===== config.mk =====
export PLATFORM = sky130hd
export DESIGN_NAME = rsm_ctrl
export DESIGN_NICKNAME = d
export VERILOG_FILES = /design/src/rtl/core/rsm_pkg.sv /design/src/rtl/core/rsm_ctrl.sv
export SDC_FILE = /design/constraint.sdc
export NUM_CORES = 1
export LEC_CHECK = 0
export ABC_AREA = 1
export BUFFER_PORTS_ARGS = -buffer_cell sky130_fd_sc_hd__buf_4
export CORE_MARGIN = 2
export CORE_UTILIZATION = 55
export DETAILED_ROUTE_END_ITERATION = 12
export HOLD_SLACK_MARGIN = 0.15
export PLACE_DENSITY = 0.83
export SLEW_MARGIN = 25
export SYNTH_ARGS = -nofsm -noshare
export SYNTH_HDL_FRONTEND = slang
export SYNTH_SLANG_ARGS = --single-unit

===== constraint.sdc =====
create_clock -name i_clk -period 1.4 [get_ports i_clk]
set_input_delay 0.21 -clock i_clk [delete_from_list [all_inputs] [get_ports i_clk]]
set_output_delay 0.21 -clock i_clk [all_outputs]
set_load 0.02 [all_outputs]

===== src/rtl/core/rsm_pkg.sv =====
`timescale 1ns / 1ps
// ----------------------------------------------------------------------------
// rsm_pkg - shared types and constants of the 3/4 polyphase resampler
// Payload structs, controller/datapath command and status, fixed constants.
// ----------------------------------------------------------------------------
package rsm_pkg;

    localparam int UP_FACTOR      = 3;
    localparam int DOWN_FACTOR    = 4;
    localparam int FILTER_LEN_DEF = 552;
    localparam int SAMPLE_WIDTH   = 16;
    localparam int FRAC_BITS      = SAMPLE_WIDTH - 1;
    localparam int COEF_IDX_W     = 10;
    localparam int PHASE_W        = 2;
    // delay of branch 0 for output phase 0
    localparam int DELAY_BASE     = 2;

    localparam logic KIND_COEF   = 1'b0;
    localparam logic KIND_SAMPLE = 1'b1;

    typedef struct packed {
        logic                           kind;
        logic [COEF_IDX_W-1:0]          coef_index;
        logic signed [SAMPLE_WIDTH-1:0] value;
    } t_in;

    typedef struct packed {
        logic signed [SAMPLE_WIDTH-1:0] sample_out;
        logic [PHASE_W-1:0]             out_phase;
        logic                           last;
    } t_out;

    typedef struct packed {
        logic               load_coef;
        logic               push_sample;
        logic               setup;
        logic               issue;
        logic               emit;
        logic [PHASE_W-1:0] phase;
    } t_cmd;

    typedef struct packed {
        logic pipe_busy;
        logic out_free;
    } t_stat;

endpackage


===== src/rtl/core/rsm_ctrl.sv =====
`timescale 1ns / 1ps
// ----------------------------------------------------------------------------
// rsm_ctrl - sequencer of the resampler
// Input handshake, sample phase count and the MAC schedule for each output.
// ----------------------------------------------------------------------------
module rsm_ctrl #(
    parameter int FILTER_LEN = rsm_pkg::FILTER_LEN_DEF
) (
    input  logic          i_clk,
    input  logic          i_rst_n,
    input  logic          i_in_valid,
    input  logic          i_in_kind,
    output logic          o_in_ready,
    output rsm_pkg::t_cmd o_cmd,
    input  rsm_pkg::t_stat i_stat
);
    import rsm_pkg::*;

    localparam int NPH  = UP_FACTOR * DOWN_FACTOR;
    localparam int TAPS = FILTER_LEN / NPH;
    localparam int NMAC = DOWN_FACTOR * TAPS;
    localparam int K_W  = $clog2(NMAC);

    typedef enum logic [4:0] {
        S_IDLE  = 5'b00001,
        S_SETUP = 5'b00010,
        S_MAC   = 5'b00100,
        S_FLUSH = 5'b01000,
        S_EMIT  = 5'b10000
    } t_state;

    t_state             r_state, n_state;
    logic [PHASE_W-1:0] r_in_phase, n_in_phase;
    logic [PHASE_W-1:0] r_r, n_r;
    logic [K_W-1:0]     r_k, n_k;
    logic               w_accept;

    assign o_in_ready = (r_state == S_IDLE);
    assign w_accept   = i_in_valid & o_in_ready;

    always_comb begin
        n_state    = r_state;
        n_in_phase = r_in_phase;
        n_r        = r_r;
        n_k        = r_k;
        o_cmd      = '0;
        o_cmd.phase = r_r;
        unique case (r_state)
            S_IDLE: begin
                if (w_accept) begin
                    if (i_in_kind == KIND_COEF) begin
                        o_cmd.load_coef = 1'b1;
                    end else begin
                        o_cmd.push_sample = 1'b1;
                        n_in_phase = (r_in_phase == PHASE_W'(DOWN_FACTOR - 1)) ?
                                     '0 : r_in_phase + 1'b1;
                        if (r_in_phase == '0) begin
                            n_r     = '0;
                            n_state = S_SETUP;
                        end
                    end
                end
            end
            S_SETUP: begin
                o_cmd.setup = 1'b1;
                n_k         = '0;
                n_state     = S_MAC;
            end
            S_MAC: begin
                o_cmd.issue = 1'b1;
                n_k         = r_k + 1'b1;
                if (r_k == K_W'(NMAC - 1)) begin
                    n_state = S_FLUSH;
                end
            end
            S_FLUSH: begin
                if (!i_stat.pipe_busy) begin
                    n_state = S_EMIT;
                end
            end
            S_EMIT: begin
                if (i_stat.out_free) begin
                    o_cmd.emit = 1'b1;
                    if (r_r == PHASE_W'(UP_FACTOR - 1)) begin
                        n_state = S_IDLE;
                    end else begin
                        n_r     = r_r + 1'b1;
                        n_state = S_SETUP;
                    end
                end
            end
            default: begin
                n_state = S_IDLE;
            end
        endcase
    end

    always_ff @(posedge i_clk) begin
        if (!i_rst_n) begin
            r_state    <= S_IDLE;
            r_in_phase <= '0;
            r_r        <= '0;
            r_k        <= '0;
        end else begin
            r_state    <= n_state;
            r_in_phase <= n_in_phase;
            r_r        <= n_r;
            r_k        <= n_k;
        end
    end

endmodule


Yosys cells after proc, flatten, opt, wreduce, memory -nomap -nowiden
Index checks and enable logic that the tools add are counted.
{"block": "classes", "add_sub_neg": 3, "n_mul": 0, "div": 0, "order_cmp": 0, "eq_ne": 15, "shift": 0, "muxes": 24, "bitwise": 1, "reduce_logical": 6}
{"op": "two-way mux 5 bit", "n": 6}
{"op": "one-hot mux 5 bit (5 select lines)", "n": 1}
{"op": "two-way mux 2 bit", "n": 9}
{"op": "one-hot mux 8 bit (2 select lines)", "n": 1}
{"op": "AND reduction 6 bit", "n": 2}
{"op": "!= test 2 bit, second input constant", "n": 5}
{"op": "adder 8 x 1 -> 8 bit, second input constant", "n": 1}
{"op": "equality test 8 bit, second input constant", "n": 1}
{"op": "two-way mux 1 bit", "n": 6}
{"op": "equality test 5 x 1 -> 1 bit, second input constant", "n": 1}
{"op": "equality test 5 x 2 -> 1 bit, second input constant", "n": 1}
{"op": "equality test 5 x 3 -> 1 bit, second input constant", "n": 1}
{"op": "equality test 5 x 4 -> 1 bit, second input constant", "n": 1}
{"op": "equality test 5 bit, second input constant", "n": 1}
{"op": "adder 2 x 1 -> 2 bit, second input constant", "n": 2}
{"op": "equality test 2 bit, second input constant", "n": 2}
{"op": "!= test 2 x 1 -> 1 bit, second input constant", "n": 2}
{"op": "one-hot mux 2 bit (2 select lines)", "n": 1}
{"op": "nonzero test 2 bit", "n": 2}
{"op": "AND reduction 3 bit", "n": 1}
{"op": "zero test 2 bit", "n": 1}
{"op": "bitwise AND 1 bit", "n": 1}
{"block": "word_totals", "ff_bits": 17, "latch_bits": 0, "mem_bits_rw": 0, "romBits": 0, "in_bits": 6, "out_inout_bits": 8, "word_cells": 53, "memories": 0}

Longest topological paths before layout
{"block": "depth", "word_depth": 5, "depth_mapped": 10, "ltp_nobuf": 10}

Worst setup path after synthesis
No wires, ideal clock.
{"block": "synth_timing", "path_kind": "reg-to-reg", "start": "register r_state[0]", "end": "register r_in_phase[0]", "setup_time_ns": 0.119, "arrival_time_ns": 1.298, "required_ns": 1.281, "path_slack_ns": -0.017, "stages_incl_launch_ff": 8, "path_buffers": 0, "period_less_slack_ns": 1.417, "cell_sequence": "dfxtp_1 inv_1 nor2_4 nand3_1 nor2_1 inv_1 o21ai_0 a21oi_1"}
{"block": "synth_via", "elab_chain_len": 3}
{"item": "from (decl)", "line": "rsm_ctrl.sv:32", "rtl": "t_state r_state, n_state;"}
{"item": "from (signal assigned)", "line": "rsm_ctrl.sv:105", "rtl": "r_state <= n_state;"}
{"item": "equality test 5 x 1 -> 1 bit *", "line": "rsm_ctrl.sv:38, rsm_ctrl.sv:48"}
{"item": "bitwise AND 1 bit", "line": "rsm_ctrl.sv:39", "rtl": "assign w_accept = i_in_valid & o_in_ready;"}
{"item": "AND reduction 3 bit (no line) *"}
{"item": "to (signal assigned)", "line": "rsm_ctrl.sv:106", "rtl": "r_in_phase <= n_in_phase;"}
{"item": "to (decl)", "line": "rsm_ctrl.sv:33", "rtl": "logic [PHASE_W-1:0] r_in_phase, n_in_phase;"}
Every way passes the cells marked *; elsewhere a longest branch is shown, timed or not.
A chain may end at the register's enable or synchronous reset.

==> metrics.log <==
INFO  metric post-route-drc-count = 0
INFO  metric ys_top_cells_by_count = nand2_1, nor2_1, dfxtp_1
INFO  metric worst_setup_path_start_kind = flop
INFO  metric synth_sequential_area_ratio = 33.87%
INFO  metric setup_viol = 9
INFO  metric clock_power_share = between 10 and 15%
INFO  metric dr.pass1.iters = 4
INFO  metric antenna_left = 0
INFO  metric clkLatencyLatePin = approximately 290 ps
INFO  metric final_util = between 80% and 90%
INFO  metric netlist_instances = 148
INFO  metric fmax = around 650 MHz
INFO  metric cts_tree = done
INFO  metric post-route-period-util = 109.3%
INFO  metric drt_wl_total = 2903 um
INFO  metric n_antenna_cell = 0
INFO  metric cts_root_buf = clkbuf_4
INFO  metric switching_share = 44.03%
INFO  metric synth_nets = 158
INFO  metric arrival = around 1300 ps
INFO  metric core.rowCount = 15
INFO  metric ctsHoldBuffers = 0
INFO  metric portion_of_synthesized_cell_area_occupied_by_the_leading_cell_type = 33.87%
INFO  metric violated_checks = setup timing
INFO  metric placement_setup_slack = about 33 ps
INFO  metric totalNegativeSetupSlack = -523.1 ps
INFO  metric cp_max_fo = 3
INFO  metric drive_above_1_share = 38.92%
INFO  metric synthDominantAreaCellType = dfxtp_1
INFO  metric worst_r2r_startpoint = r_state[1]
INFO  metric dominantRegCellSynth = dfxtp_1
INFO  metric pwr-share-seq = 28.2%
INFO  metric grt_antenna_before_repair = 0
INFO  metric postLayoutSetupSlackWorst = -130.8 ps
INFO  metric fin_worst_skew = 1.890 ps
INFO  metric vert_die_dim = 46.74 um
INFO  metric reg2reg_slack = -40 ps
INFO  metric timing.max_slew.rel_slack = 83.40%
INFO  metric cts.path.max_buffers = 2
INFO  metric rsz0062_at_grt = yes
INFO  metric detail_route.vias_per_cell = 5.414
INFO  metric floorplan.initialDensity = 58.19%
INFO  metric end_kind = primary output
INFO  metric routabilityCongestion = 0.9068
INFO  metric first_global_vias = around 1000
INFO  metric grt_first_pass_wirelength = between 4000 and 5000 um
INFO  metric detail_route.iter0.violations = 61
INFO  metric finalNetCount = roughly 200
INFO  metric portBuffers = 13
INFO  metric cts_max_level = 1
INFO  metric crit_required = 1190 ps
INFO  metric synth-edff-count = 0
INFO  metric dp.final_hpwl = 1689 um
INFO  metric hold_violations = 0
INFO  metric clkSlewWorstSetupHoldPaths = roughly 100 ps
INFO  metric number_of_cells_on_the_worst_reg_to_reg_path = 9
INFO  metric power.static_leakage = 0.6153 nW
INFO  metric synth.ff_latch_count = 17
INFO  metric p_switching = 0.001047 W
INFO  metric path_class = reg2out
INFO  metric grt_max_degree = 13
INFO  metric syn-cell-area = ~1000 um^2
INFO  metric rr_endpoint = r_state[0]
INFO  metric slew_viol_final = 0
INFO  metric die_w = 46.74 um
INFO  metric hold_removal_path_class = in2reg
INFO  metric power_per_cell_area = 1703 nW/um^2
INFO  metric hold_start = i_rst_n
INFO  metric io_pins = 14
INFO  metric run_status = finished, violations left
INFO  metric netlist-cell-type-count = 21
INFO  metric flow.area_growth_from_synthesis = 38.98%
INFO  metric synth_most_common_cell = nand2_1
INFO  metric tritoncts_num_sinks = 17
INFO  metric num_vias = between 1000 and 1500
INFO  metric track_usage = about a quarter
INFO  metric ir_worst_vdd = 1.270 mV
INFO  metric worst_hold_path.endpoint = r_state[0]
INFO  metric finalPower = approximately 0.0024 W
INFO  metric tightest_slew = approximately 250 ps
INFO  metric combPwrFrac = ~60%
INFO  metric die_area = roughly 2200 um^2
INFO  metric synthArstFlopShare = 0%
INFO  metric worstHoldPathCells = 2
INFO  metric cts_inserted_buffers = 3
INFO  metric cap_violations = 0
INFO  metric period_needed = 1531 ps
INFO  metric p_int = 0.001331 W
INFO  metric yosys-top-cells-area = dfxtp_1, nand2_1, nor2_1
INFO  metric synth.avg_cell_area = 6.789 um^2
INFO  metric grt_residual_overflow = 0
INFO  metric core_area = 1727 um^2
INFO  metric yosys_warnings = 0
INFO  metric wl_per_cell = 13.82 um
worst max path at each step:
stage                from        to  slack, ps  cells after the start
2_1_floorplan  r_state[0]  o_cmd[6]         -5                      6
3_3_place_gp   r_state[0]    r_r[0]         80                      9
3_5_place_dp   r_state[0]    r_r[0]         30                      9
4_1_cts        r_state[0]  o_cmd[6]        -70                      7
5_1_grt        r_state[0]  o_cmd[6]       -210                      7
6_report       r_state[0]  o_cmd[6]       -130                      7
through the flow:
step	area, um^2	hold slack, ps	cells
after CTS	1306	179.3	206
after global routing	1396	179.9	210
after global placement	1151	446.3	188
after floorplan	1007	351.8	148
final	1396	176.6	210
after detailed placement	1151	450.1	188
sequential cells by signal, indices dropped and copies added (netlist names):
name,count
r_in_phase,2
r_r,2
r_state,5
r_k,8
final cells by class:
class                      instances  area [um^2]
clock buffer                       4        26.28
fill                             113        330.3
inverter                          18        72.57
multi-input combinational        111        621.8
sequential                        17        359.1
tap                               25        31.28
timing repair buffer              35        285.3
routing by layer:
metal / track usage, % / share of wire, % / up-vias
met5: 0 / 0 / -
met4: 9.444 / 1.8 / 0
met3: 6.538 / 5.9 / 10
met2: 46.39 / 52 / 47
met1: 31.58 / 40 / 520
li1: - / - / 560
repair_timing:
action	CTS	global route
endpoints found under the setup margin	6	19
gates resized for setup	13	23
pin swaps	5	10
gates cloned	0	0
setup buffers	14	5
worst max-delay path, cell delays in order (launching register included):
cell     delay (ps)
dfxtp_4         400
inv_4            40
nor2_4           90
nand3_2         110
inv_2            80
nand2_1          50
nor2_1          110
buf_4           150
placed cells by master, fill, tap and decap left out:
cell type | synthesis | final
nand3_2 | 2 | 4
nor3_1 | 2 | 2
clkbuf_4 | 1 | 3
nand2_2 | 2 | 7
inv_2 | 2 | 3
dfxtp_4 | 0 | 4
nor2_4 | 3 | 3
nor2_2 | 1 | 5
nor2_8 | 1 | 1
nand3_1 | 8 | 6
o21ai_1 | 1 | 3
dfxtp_2 | 0 | 3
nand2_1 | 31 | 26
buf_6 | 0 | 6
nand4_1 | 9 | 9
o21bai_1 | 1 | 1
clkbuf_1 | 0 | 1
inv_1 | 16 | 13
o21ai_0 | 9 | 7
inv_4 | 0 | 2
a211oi_1 | 1 | 1
dfxtp_1 | 17 | 10
nor2_1 | 23 | 19
ha_1 | 4 | 4
a21oi_1 | 13 | 11
a21oi_2 | 0 | 2
buf_4 | 1 | 29
power by group through the flow:
stage	Sequential (W)	Clock (W)	Combinational (W)
after floorplan	0.000662	0	0.000696
after detailed placement	0.000656	0	0.000969
after global routing	0.000681	0.000295	0.00155
after CTS	0.000658	0.000268	0.00120
after global placement	0.000647	0	0.000942
final	0.000671	0.000271	0.00144
cell families (layout without fill, tap and decap cells):
| kind of cell | Yosys count | in the layout | synth area share [%] |
|---|---|---|---|
| and+or+nand+nor | 82 | 82 | 39.97 |
| AOI/OAI and AO/OA | 25 | 25 | 12.95 |
| buffers and inverters | 20 | 57 | 8.220 |
| DFF | 17 | 17 | 33.87 |
| adders and majority gates | 4 | 4 | 4.982 |
Note: power is estimated with default switching activity, not from simulation.
